File: config.mk
export PLATFORM = sky130hd
export DESIGN_NAME = balu_queue
export DESIGN_NICKNAME = d
export VERILOG_FILES = /design/src/rtl/core/balu_pkg.sv /design/src/rtl/core/balu_queue.sv
export SDC_FILE = /design/constraint.sdc
export NUM_CORES = 1
export LEC_CHECK = 0
export BUFFER_PORTS_ARGS = -buffer_cell sky130_fd_sc_hd__buf_2
export CAP_MARGIN = 20
export CORE_MARGIN = 3
export CORE_UTILIZATION = 51
export CTS_CLUSTER_DIAMETER = 150
export DETAILED_ROUTE_END_ITERATION = 8
export PLACE_DENSITY = 0.78
export SYNTH_ARGS = -nofsm -noshare
export SYNTH_HDL_FRONTEND = slang
export SYNTH_SLANG_ARGS = --single-unit
export TNS_END_PERCENT = 50
File: constraint.sdc
create_clock -name clk -period 2 [get_ports clk]
set_input_delay 0.4 -clock clk [delete_from_list [all_inputs] [get_ports clk]]
set_output_delay 0.4 -clock clk [all_outputs]
set_load 0.1 [all_outputs]
File: src/rtl/core/balu_pkg.sv
// Shared types and constants for the bit-vector ALU.
package balu_pkg;

  localparam int WIDTH = 32;
  localparam int OP_W = 5;
  localparam int SHAMT_W = $clog2(WIDTH);
  localparam int QUEUE_DEPTH = 4;

  typedef enum logic [OP_W-1:0] {
    OP_ADD  = 5'd0,
    OP_SUB  = 5'd1,
    OP_NEG  = 5'd2,
    OP_MUL  = 5'd3,
    OP_UDIV = 5'd4,
    OP_UREM = 5'd5,
    OP_SHL  = 5'd6,
    OP_LSHR = 5'd7,
    OP_ASHR = 5'd8,
    OP_AND  = 5'd9,
    OP_OR   = 5'd10,
    OP_XOR  = 5'd11,
    OP_XNOR = 5'd12,
    OP_NOT  = 5'd13,
    OP_EQ   = 5'd14,
    OP_ULT  = 5'd15,
    OP_ULE  = 5'd16,
    OP_SLT  = 5'd17,
    OP_SLE  = 5'd18
  } op_t;

  // Which part of the back end produces the final value.
  typedef enum logic [1:0] {
    UNIT_SIMPLE = 2'd0,
    UNIT_MUL    = 2'd1,
    UNIT_DIV    = 2'd2,
    UNIT_REM    = 2'd3
  } unit_t;

  typedef struct packed {
    op_t              op;
    unit_t            unit;
    logic [WIDTH-1:0] a;
    logic [WIDTH-1:0] b;
  } item_t;

  typedef struct packed {
    logic full;
    logic empty;
  } q_stat_t;

endpackage

File: src/rtl/core/balu_queue.sv
// Small register queue between the front end and the back end.
module balu_queue #(
  parameter int DEPTH = balu_pkg::QUEUE_DEPTH
) (
  input  logic                       clk,
  input  logic                       rst,
  input  logic                       push,
  input  balu_pkg::item_t            push_item,
  input  logic                       pop,
  output balu_pkg::item_t            head_item,
  output balu_pkg::q_stat_t          stat,
  output logic [$clog2(DEPTH+1)-1:0] level
);
  import balu_pkg::*;

  localparam int PTR_W = (DEPTH > 1) ? $clog2(DEPTH) : 1;
  localparam int CNT_W = $clog2(DEPTH+1);

  item_t             mem [DEPTH];
  logic [PTR_W-1:0]  wr_ptr;
  logic [PTR_W-1:0]  rd_ptr;
  logic [CNT_W-1:0]  count;
  logic              do_push;
  logic              do_pop;

  assign stat.full  = (count == CNT_W'(DEPTH));
  assign stat.empty = (count == '0);
  assign do_push    = push && !stat.full;
  assign do_pop     = pop && !stat.empty;
  assign head_item  = mem[rd_ptr];
  assign level      = count;

  always_ff @(posedge clk) begin
    if (rst) begin
      wr_ptr <= '0;
      rd_ptr <= '0;
      count  <= '0;
    end else begin
      if (do_push) begin
        wr_ptr <= (wr_ptr == PTR_W'(DEPTH-1)) ? '0 : wr_ptr + 1'b1;
      end
      if (do_pop) begin
        rd_ptr <= (rd_ptr == PTR_W'(DEPTH-1)) ? '0 : rd_ptr + 1'b1;
      end
      if (do_push && !do_pop) begin
        count <= count + 1'b1;
      end else if (do_pop && !do_push) begin
        count <= count - 1'b1;
      end
    end
  end

  always_ff @(posedge clk) begin
    if (do_push) begin
      mem[wr_ptr] <= push_item;
    end
  end

endmodule

==> flow_results.org, run 1 <==
** Floorplanning
- Initial Utilization :: 0.5247
- DIE HEIGHT :: 151.0 um
- Count of boundary I/O pins :: 151
- The core region is 0.02043 mm^2.
- Area enclosed by the die boundary :: 0.02279 mm^2
- The floorplan step set the die width to 151.0 um.
- Row generation in the floorplan step produced 52 rows.

** Route
- In the routed design, unresolved DRC markers number 0.
- In the routed layout, each cell is associated on average with a via count of 5.515.
- The routed layout has 5019 vias.
- The first TritonRoute pass finished after 4 iterations.
- Number of antenna-violating nets in the routed design :: 0
- Post-detailed-routing wire length :: 20480 um
- DRC violation total after the first TritonRoute iteration :: 319
- Routed wire per std cell :: 22.50 um

** Layout
- The final layout contains 700 nets.
- Share of cells above drive strength 1 :: 0.4883
- Area Overhead vs Synth :: 28.19%
- Non-filler instance count after layout :: 910
- After routing the design area is 0.01374 mm^2.
- Number of filler cells placed in the layout :: 1254

** Synthesis
- Number of nets produced by synthesis :: 503
- Portion of the post-synthesis area used by sequential elements :: 0.8124
- Summing every instance area after synthesis gives 0.01072 mm^2.
- After synthesis, the mean cell area works out to 25.46 um^2.
- Synthesis-stage register bit count :: 293
- Gate Count Post-Synth :: 421
- Count of distinct cell types in the synthesized netlist :: 27
- Count of warnings emitted by yosys :: 0

** Power
- Of the total power, the clock network draws 0.222.
- Of the total power, the share spent switching nets is 0.3980.
- Internal power :: 0.01315 W
- In this run the static leakage power is 4.671 nW.
- In this run the power density over the cells is 1590 mW/mm^2.
- The share of total power dissipated in combinational logic is 0.429.
- Maximum ir drop on the vdd rail :: 1.811 mV
- The share of total power dissipated in sequential elements is 0.350.
- The analysis attributes to net switching a power of 0.008694 W.

** Clock network
- Clk slew on worst S/H paths :: 0.06 ns
- # hold bufs at CTS :: 0
- TritonCTS created 29 clock buffers.
- The tree is rooted in a clkbuf_16.
- In this run the number of H-tree levels came out at 1.
- TritonCTS built the clock tree.
- No sink is reached through more buffers than the 3 on the longest clock path.
- Clock latency at the later pin of the worst-skew pair :: 0.52 ns
- The tree built by TritonCTS fans out to 293 sinks.

** GRT
- The first global-routing pass estimated 31250 um of wire.
- Entering global routing, the biggest net connects 42 pins.
- Total routing usage reported by global routing :: 0.1811
- The number of global-route vias before repair came to 5540.
- Aggregate global routing overflow :: 0
- The number of antenna violations at the first check in global routing was 1.

** STA
- Setup violations remaining at the end of the flow were counted as 73.
- Setup repair after global routing could not meet its margin everywhere.
- Subtracting the final worst setup slack from the clock period gives 2.355 ns.
- Maximum frequency from static timing analysis :: 424.7 MHz
- For the final database, setup skew stands at 0.008147 ns.
- The number of pins with negative max-slew slack in the final report was 0.
- Measured against its own limit, the worst slew margin works out to 0.6795.
- Setup total negative slack on the finished layout was measured at -22.45 ns.
- Final-report hold violation count :: 0
- In the finished design, the share of the clock period the worst path needs comes to 1.177.
- Hold is met by 0.09151 ns.
- Tightest Pin Transition :: 0.4842 ns
- Final worst-path setup slack :: -0.3545 ns

** Worst setup path
- Worst endpoint required time :: 1.60 ns
- The startpoint identified for the worst register-to-register timing path is level[2].
- STA classifies the critical path startpoint as a flop.
- Of all nets on the critical path, the largest fanout is 8.
- Critical path class :: reg -> out
- The worst setup path is captured at a primary output.
- For the worst setup path, the data arrival time is 1.95 ns.

** Place
- Number of placed instances, taps included :: 848
- The congestion estimate from routability-driven global placement came to 0.7472.
- The count of buffers added on input and output ports is 150.
- HPWL after detailed placement :: 12520 um
- Worst slack after detailed placement :: -0.06862 ns
- Cell area after placement :: 0.01213 mm^2

** Status
- Failing checks :: negative setup slack
- Run status :: finished, violations left

** Min path
- The tightest min-delay check is of the in -> reg type.
- The startpoint identified for the worst hold timing path is push_item[70].

** Job
- Total of max-cap violations :: 0
[synthesized netlist by cell type]
master | count | area, um^2
nand3_1 | 2 | 10.01
nand2_1 | 1 | 3.750
or3b_1 | 1 | 8.760
clkinv_4 | 1 | 8.760
fa_1 | 1 | 20.02
nor2_2 | 1 | 6.260
buf_4 | 7 | 52.55
clkbuf_1 | 1 | 3.750
buf_1 | 1 | 3.750
o31ai_2 | 2 | 25.02
xor2_1 | 2 | 17.52
inv_1 | 4 | 15.01
mux4_2 | 71 | 1599
mux2i_1 | 2 | 20.02
and3_2 | 4 | 30.03
edfxtp_1 | 284 | 8528
nor2_1 | 3 | 11.26
a21oi_1 | 3 | 15.01
o21ai_0 | 1 | 5.000
nor3_1 | 2 | 10.01
buf_6 | 1 | 11.26
ha_1 | 6 | 75.07
buf_2 | 8 | 40.04
or3_2 | 1 | 7.510
dfxtp_1 | 9 | 180.2
o21ai_1 | 1 | 5.000
or3_1 | 1 | 6.260
[timing repair]
item,4_1_cts,5_1_grt
resized for setup,152,17
cloned,3,2
hold endpoints to repair,0,0
buffers inserted,3,2
setup endpoints to repair,74,73
pin swaps,1,0
[per-layer routing]
metal  routed length (um)  track usage  part of all wire
met1                 7884       0.2450              0.38
met2                10860       0.3088              0.53
met3                 1383      0.03591             0.068
met4                  356      0.04306             0.017
met5                    0            0                 0
[power by group through the flow]
stage          Sequential, W  Combinational, W  Clock [W]
3_5_place_dp         0.00779           0.00800          0
3_3_place_gp         0.00772           0.00793          0
4_1_cts              0.00765           0.00922    0.00495
2_1_floorplan        0.00783           0.00647          0
5_1_grt              0.00769           0.00967    0.00523
6_report             0.00763           0.00937    0.00484
[worst max-delay path: stages (launching register included)]
cell and delay (ns):
dfxtp_4 0.38, buf_12 0.14, clkbuf_16 0.17, mux4_2 0.53, buf_6 0.21
[through the flow]
stage               utilization  total power (W)
detailed placement       0.5939          0.01579
global placement         0.5939          0.01566
CTS                      0.6673          0.02183
finish                   0.6726          0.02184
floorplan                     -          0.01430
global route             0.6726          0.02259
[kinds of logic (layout without fill, tap and decap cells)]
logic type      Yosys count  in the layout  synth area share
buf+inv                  23            241           0.01261
xor+xnor                  2              2          0.001634
other cells               0              1                 0
flops                   293            293            0.8124
fa+ha+maj                 7              7          0.008871
simple gates             16             16          0.008755
mux                      73             73            0.1510
compound gates            7              7          0.004667
[sequential cells by signal, summed over array words and instances, names as in the netlist, named ones only]
register  cells
mem         284
level         3
rd_ptr        2
wr_ptr        2
[path summary, 6_finish.rpt]
check,end,slack [ns],depth (start not counted)
worst max register to register,level[2],-0.05,9
worst max-delay path,head_item[42],-0.35,4
worst min-delay path,mem[3][70],0.09,1
worst min register to register,flop,0.49,2
[layout make-up]
class                           count  area (um^2)  share of cell area
Sequential cell                   293         8727              0.6351
Multi-Input combinational cell    105         1934              0.1408
Timing Repair Buffer              184         1849              0.1346
Clock buffer                       34        744.5             0.05418
Tap cell                          270        337.8             0.02459
Clock inverter                     18        113.9            0.008286
Inverter                            5        31.28            0.002276
Antenna cell                        1        2.502           0.0001821
[cell usage in the layout, fill, tap and decap left out, types with 2 or more instances in the layout]
| cell type | netlist | layout |
|---|---|---|
| mux4_2 | 71 | 71 |
| xor2_1 | 2 | 2 |
| buf_2 | 8 | 77 |
| clkbuf_1 | 1 | 5 |
| a21oi_1 | 3 | 2 |
| edfxtp_1 | 284 | 284 |
| clkinv_8 | 0 | 2 |
| buf_12 | 0 | 21 |
| and3_4 | 0 | 4 |
| ha_1 | 6 | 5 |
| buf_6 | 1 | 62 |
| nand3_1 | 2 | 2 |
| clkinv_1 | 0 | 10 |
| clkbuf_16 | 0 | 31 |
| mux2i_1 | 2 | 2 |
| inv_1 | 4 | 3 |
| clkinv_2 | 0 | 6 |
| nor2_1 | 3 | 3 |
| buf_8 | 0 | 6 |
| dfxtp_1 | 9 | 4 |
| buf_4 | 7 | 12 |
| dfxtp_4 | 0 | 5 |
| buf_16 | 0 | 3 |
Note: power is estimated with default switching activity, not from simulation.
==> run 2: changes to the inputs <==
--- a/config.mk
+++ b/config.mk
@@ -12,6 +12,7 @@
 export CTS_CLUSTER_DIAMETER = 150
 export DETAILED_ROUTE_END_ITERATION = 8
 export PLACE_DENSITY = 0.78
+export RECOVER_POWER = 25
 export SYNTH_ARGS = -nofsm -noshare
 export SYNTH_HDL_FRONTEND = slang
 export SYNTH_SLANG_ARGS = --single-unit
==> flow_results.org, run 2 (synthesis results as in run 1) <==
** Floorplanning
- The number of rows in the core area came to 52 (unchanged).
- Die X :: 151.0 um (unchanged)
- The effective utilization at floorplan is 0.5247 (unchanged).
- The number of top-level design ports is 151 (unchanged).
- Area enclosed by the die boundary :: 0.02279 mm^2 (unchanged)
- DIE HEIGHT :: 151.0 um (unchanged)
- Area inside the core boundary :: 0.02043 mm^2 (unchanged)

** Route
- The DRC violation count after routing is 0 (unchanged).
- Number of antenna-violating nets in the routed design :: 0 (unchanged)
- The via density per instance came to 5.534 (was 5.515).
- The average detailed-routed wire length per instance came to 22.59 um (was 22.50 um).
- The first-iteration detailed-routing DRC count came to 324 (was 319).
- The first-pass iteration count of the detailed router is 4 (unchanged).
- Vias after detailed routing :: 5036 (was 5019)
- The total wire length is 20560 um (was 20480 um).

** Power
- Fraction of power consumed by combinational cells :: 0.428 (was 0.429)
- The switching power total is 0.008700 W (was 0.008694 W).
- The static leakage is 4.555 nW (was 4.671 nW).
- Clock Power Share :: 0.222 (about the same)
- Maximum ir drop on the vdd rail :: 1.812 mV (was 1.811 mV)
- The design internal power came to 0.01314 W (was 0.01315 W).
- The power density of the placed cells was 1595 mW/mm^2 (was 1590 mW/mm^2).
- The net switching fraction of the power is 0.3984 (was 0.3980).
- Sequential fraction of design power :: 0.350 (about the same)

** GRT
- The number of global-route vias before repair is 5540 (unchanged).
- GR Layer Usage met3 :: 0.03591 (unchanged)
- The pin count of the biggest net entering global routing came to 42 (unchanged).
- The number of antenna violations at the first check in global routing was 1 (unchanged).
- Met1 usage :: 0.2450 (unchanged)
- Aggregate global routing overflow :: 0 (unchanged)
- The global-route usage over all layers was 0.1811 (unchanged).
- The routing layer with the top usage in global route was met2 (unchanged).
- First-pass GRT wire length :: 31250 um (unchanged)
- Global-route track usage on met2 :: 0.3088 (unchanged)

** Worst setup path
- Arrival @ worst endpoint :: 1.96 ns (was 1.95 ns)
- Capture point of the worst reg-to-reg path :: level[2] (unchanged)
- Critical path class :: reg -> out (unchanged)
- The endpoint kind of the worst setup timing path was a primary output (unchanged).
- R2r setup slk :: -0.04 ns (was -0.05 ns)
- Kind of start point of the critical path :: flop (unchanged)
- Worst reg2reg path startpoint :: level[2] (unchanged)
- Maximum net fanout on the critical path :: 8 (unchanged)
- Worst endpoint required time :: 1.60 ns (about the same)
- R2R cell count :: 9 (unchanged)

** Layout
- Number of flip-flops under the largest register name :: 284 (unchanged)
- The share of cells above drive strength 1 is 0.4225 (was 0.4883).
- The total non-filler cell area in the finished layout is 0.01369 mm^2 (was 0.01374 mm^2).
- Area Overhead vs Synth :: 27.70% (was 28.19%)
- Most frequent standard cell in the layout excluding fill and tap cells :: edfxtp_1 (unchanged)
- Non-filler instance count after layout :: 910 (unchanged)
- Largest Register :: mem (unchanged)
- Most frequent cells in the layout: 284 x edfxtp_1, 71 x mux4_2, 62 x buf_6, 47 x clkbuf_1, 35 x buf_2 (was 284 x edfxtp_1, 77 x buf_2, 71 x mux4_2, 62 x buf_6, 31 x clkbuf_16).
- Number of filler cells placed in the layout :: 1276 (was 1254)
- Number of nets in the final layout :: 700 (unchanged)

** Status
- Run status :: finished, violations left (unchanged)
- Failing checks: negative setup slack (unchanged).

** Clock network
- Count of H-tree levels built during CTS :: 1 (unchanged)
- Clock latency at the later pin of the worst-skew pair :: 0.52 ns (about the same)
- The clock tree from TritonCTS is built (unchanged).
- Deepest clock path buffer count :: 3 (unchanged)
- Cts bufs inserted :: 29 (unchanged)
- The count of hold-fix buffers inserted at cts came to 0 (unchanged).
- The TritonCTS sink count was 293 (unchanged).
- CTS Root Buffer Type :: clkbuf_16 (unchanged)
- The post-CTS clock slew at the launch and capture registers of the worst setup and hold paths is 0.06 ns (about the same).

** STA
- The maximum clock frequency is 424.6 MHz (was 424.7 MHz).
- The number of pins with negative max-slew slack in the final report came to 0 (unchanged).
- Setup repair after global routing missed its margin: true (unchanged).
- The number of hold violations in the final report came to 0 (unchanged).
- The worst-margin pin slew is 0.4842 ns (about the same).
- The total of endpoints with negative setup slack in the final report came to 73 (unchanged).
- Total negative slack :: -22.47 ns (was -22.45 ns)
- Final Critical Period :: 2.355 ns (about the same)
- The post-layout worst setup margin came to -0.3554 ns (was -0.3545 ns).
- The relative slew slack came to 0.6795 (about the same).
- The share of the clock period used by the worst path after layout was 1.178 (was 1.177).
- The worst setup skew after layout was 0.008719 ns (was 0.008147 ns).

** Place
- Buffers on Ports :: 150 (unchanged)
- The half-perimeter wire length after placement came to 12520 um (unchanged).
- Placer congestion estimate :: 0.7472 (unchanged)
- The number of placed instances, taps included came to 848 (unchanged).
- Cell area after placement :: 0.01213 mm^2 (unchanged)

** Min path
- The worst min-delay path class is in -> reg (unchanged).
- The hold path startpoint was push_item[29] (was push_item[70]).
- The number of stages on the worst hold path is 1 (unchanged).
- The end point of the most critical hold path is mem[2][29] (was mem[3][70]).

** Job
- Total of max-cap violations :: 0 (unchanged)
run 2: cell count changes in the layout (fill, tap and decap cells not counted):
| cell | delta |
|---|---|
| buf_2 | -42 |
| clkbuf_1 | +42 |
run 2: power groups by stage:
stage               registers (W)  logic, W  clock network [W]
floorplan                 0.00783   0.00647                  0
detailed placement        0.00779   0.00800                  0
global route              0.00769   0.00966            0.00523
CTS                       0.00765   0.00922            0.00495
finish                    0.00764   0.00935            0.00485
global placement          0.00772   0.00793                  0
run 2: worst max-delay path, stage by stage, from the launching register on:
cell       delay [ns]
dfxtp_4          0.38
buf_12           0.14
clkbuf_16        0.17
mux4_2           0.53
buf_6            0.21
run 2: how the worst max path moves through the flow:
stage,slack [ns],depth (start not counted),to
after detailed placement,-0.07,8,level[2]
final,-0.36,4,head_item[42]
after floorplan,-0.35,10,level[2]
after global placement,0.003,9,level[2]
after global routing,-0.42,4,head_item[42]
after CTS,-0.45,5,head_item[34]
run 2: repair_timing:
item	4_1_cts	5_1_grt
setup endpoints to repair	74	73
pin swaps	1	0
gates resized for setup	152	17
buffers inserted	3	2
cloned	3	2
run 2: metal layers:
| metal | up-vias | share of wire |
|---|---|---|
| met5 | - | 0 |
| met4 | 0 | 0.017 |
| met3 | 28 | 0.063 |
| met2 | 171 | 0.53 |
| met1 | 2629 | 0.39 |
| li1 | 2208 | - |
run 2: cell type report:
class                      instances  area (um^2)  share of cell area
sequential                       293         8727              0.6376
timing repair buffer             184         1797              0.1313
antenna                            1        2.502           0.0001828
clock inverter                    18        113.9            0.008318
tap                              270        337.8             0.02468
clock buffer                      34        744.5             0.05439
inverter                           5        31.28            0.002285
multi-input combinational        105         1934              0.1413
run 2: stage by stage:
| stage | hold WS, ns | setup WS [ns] | power (W) | utilization |
|---|---|---|---|---|
| floorplan | 0.4634 | -0.3498 | 0.01430 | - |
| global placement | 0.4584 | 0.002776 | 0.01566 | 0.5939 |
| detailed placement | 0.4760 | -0.06862 | 0.01579 | 0.5939 |
| CTS | 0.06504 | -0.4518 | 0.02183 | 0.6673 |
| global route | 0.08648 | -0.4204 | 0.02258 | 0.6700 |
| finish | 0.09234 | -0.3554 | 0.02184 | 0.6700 |
==> run 3: changes to the inputs <==
==> constraint.sdc (replaced) <==
create_clock -name clk -period 2.16 [get_ports clk]
set_input_delay 0.432 -clock clk [delete_from_list [all_inputs] [get_ports clk]]
set_output_delay 0.432 -clock clk [all_outputs]
set_load 0.1 [all_outputs]
==> flow_results.org, run 3 (synthesis results as in run 1) <==
** Min path
- The worst min-delay path class is in -> reg (unchanged).

** Clock network
- CTS Root Buffer Type :: clkbuf_16 (unchanged)
- Clock latency at the later pin of the worst-skew pair :: 0.53 ns (was 0.52 ns)
- Number of sinks driven by the clock tree :: 293 (unchanged)
- The count of H-tree levels built during CTS was 1 (unchanged).
- Clk slew on worst S/H paths :: 0.06 ns (about the same)
- Cts bufs inserted :: 29 (unchanged)
- TritonCTS clock tree :: built (unchanged)
- The deepest clock path buffer count was 3 (unchanged).

** Worst setup path
- The highest fanout seen on the critical path came to 8 (unchanged).
- The arrival time of the worst setup path came to 1.98 ns (was 1.96 ns).
- The required time of the worst setup path is 1.73 ns (was 1.60 ns).
- The sort of element at the start of the critical path was a flop (unchanged).
- Kind of capture point of the worst setup path :: primary output (unchanged)
- The critical path start-end classification was reg -> out (unchanged).

** STA
- Final Critical Period :: 2.409 ns
- Maximum frequency from static timing analysis :: 415.0 MHz
- Setup repair after global routing missed its margin: true (unchanged).
- Setup clock skew after layout :: 0.008522 ns (was 0.008719 ns)
- The worst hold-check slack was 0.1167 ns (was 0.09234 ns).
- The post-layout worst setup margin was -0.2494 ns (was -0.3554 ns).
- Dividing the final minimum period by the clock period gives 1.115.
- The relative slew slack is 0.6778 (was 0.6795).
- The number of pins with negative max-slew slack in the final report is 0 (unchanged).
- Tightest Pin Transition :: 0.4867 ns (was 0.4842 ns)
- The total of endpoints with negative setup slack in the final report came to 71 (was 73).
- The number of hold violations in the final report came to 0 (unchanged).

** Floorplanning
- The effective utilization at floorplan came to 0.5247 (unchanged).
- DIE HEIGHT :: 151.0 um (unchanged)
- Area enclosed by the die boundary :: 0.02279 mm^2 (unchanged)
- The area of the core region is 0.02043 mm^2 (unchanged).
- The number of rows in the core area was 52 (unchanged).
- Count of boundary I/O pins :: 151 (unchanged)
- Die X :: 151.0 um (unchanged)

** Layout
- # diodes :: 0 (was 1)
- Final core utilization :: 0.6706 (was 0.6700)
- The most common cell after layout, fill and taps aside is edfxtp_1 (unchanged).
- Area Overhead vs Synth :: 27.80% (was 27.70%)
- Largest Register :: mem (unchanged)
- The share of cells above drive strength 1 was 0.4322 (was 0.4225).
- Number of nets in the final layout :: 693 (was 700)
- Number of flip-flops under the largest register name :: 284 (unchanged)
- Most frequent cells in the layout :: 284 x edfxtp_1, 71 x mux4_2, 65 x buf_6, 45 x clkbuf_1, 34 x buf_2 (was 284 x edfxtp_1, 71 x mux4_2, 62 x buf_6, 47 x clkbuf_1, 35 x buf_2)

** GRT
- The number of global-route vias before repair was 5307 (was 5540).
- The global-route usage over all layers was 0.1726 (was 0.1811).
- The global-route wire length before repair came to 29880 um (was 31250 um).
- The pin count of the biggest net entering global routing is 42 (unchanged).
- The number of antenna violations at the first check in global routing is 1 (unchanged).
- The total global routing overflow came to 0 (unchanged).

** Route
- The first-pass iteration count of the detailed router came to 4 (unchanged).
- DRC violation count after routing :: 0 (unchanged)
- Post-detailed-routing wire length :: 20540 um (was 20560 um)
- Avg Vias per Cell :: 5.550 (was 5.534)
- Number of antenna-violating nets in the routed design :: 0 (unchanged)
- The average detailed-routed wire length per instance was 22.73 um (was 22.59 um).
- The first-iteration detailed-routing DRC count came to 246 (was 324).
- Vias after detailed routing :: 5017 (was 5036)

** Power
- Power Density :: 1503 mW/mm^2 (was 1595 mW/mm^2)
- Leakage power summed over all cells :: 4.552 nW (was 4.555 nW)
- The maximum resistive drop on vdd is 1.167 mV (was 1.812 mV).

** Status
- Failing checks: negative setup slack (unchanged).
- Run status :: finished, violations left (unchanged)

** Place
- The placement-stage worst setup slack is 0.01612 ns (was -0.06862 ns).
- The routability-driven placement congestion ratio is 0.7667 (was 0.7472).
- Buffers on Ports :: 150 (unchanged)
- The half-perimeter wire length after placement came to 12300 um (was 12520 um).

** Job
- Total of max-cap violations :: 0 (unchanged)
==> run 3: cell types whose count changed in the layout (fill, tap and decap cells not counted), sizes merged, moves of 2 or more <==
cell	before	now
buf	139	129
clkinv	18	13
clkinvlp	0	4
clkbuf	78	81
bufinv	1	3
inv	4	6
==> run 3: where the power goes <==
| part | total, W | internal (W) | switching (W) |
|---|---|---|---|
| clock network | 0.00495 | 0.00293 | 0.00202 |
| registers | 0.00708 | 0.00689 | 0.000196 |
| logic | 0.00856 | 0.00262 | 0.00594 |
==> run 3: area by class of cell <==
cell class              instances  area, um^2
multi-input cells             105        1931
clock inverters                21       198.9
inverters                       5       31.28
well taps                     270       337.8
repair buffers                177        1703
fillers                      1287        6730
clock buffers                  33       770.7
flip-flops and latches        293        8727
==> run 3: metrics by stage <==
| stage | cells | setup TNS [ns] | power, W | area, um^2 |
|---|---|---|---|---|
| 2_1_floorplan | 421 | -25.98 | 0.01324 | 10760 |
| 3_3_place_gp | 839 | 0 | 0.01438 | 12040 |
| 3_5_place_dp | 839 | 0 | 0.01450 | 12040 |
| 4_1_cts | 893 | -17.86 | 0.01999 | 13290 |
| 5_1_grt | 904 | -20.62 | 0.02130 | 13700 |
| 6_report | 904 | -14.94 | 0.02058 | 13700 |
==> run 3: metal layers <==
layer,track usage,up-vias,wire length [um]
met2,0.2967,152,10860
met4,0.04080,2,297
li1,-,2196,-
met1,0.2225,2634,7994
met3,0.04638,33,1376
met5,0,-,11
==> run 3: what timing repair did <==
action | 4_1_cts | 5_1_grt
resized for setup | 96 | 70
setup endpoints to repair | 72 | 72
pin swaps | 0 | 0
cloned | 0 | 6
hold endpoints to repair | 0 | 0
hold buffers | 0 | 0
setup buffers | 0 | 5
==> run 3: path summary, 6_finish.rpt <==
| kind | end | from | slack [ns] | cells after the start |
|---|---|---|---|---|
| worst max-delay path | head_item[28] | flop | -0.25 | 4 |
| worst min-delay path | mem[0][17] | push_item[17] | 0.12 | 1 |
| worst max register to register | level[2] | level[2] | 0.07 | 9 |
| worst min register to register | flop | rd_ptr[0] | 0.49 | 2 |
==> run 3: critical path: stages (launching register included) <==
cell	delay, ns
dfxtp_4	0.40
buf_4	0.14
buf_8	0.14
mux4_2	0.55
buf_6	0.21
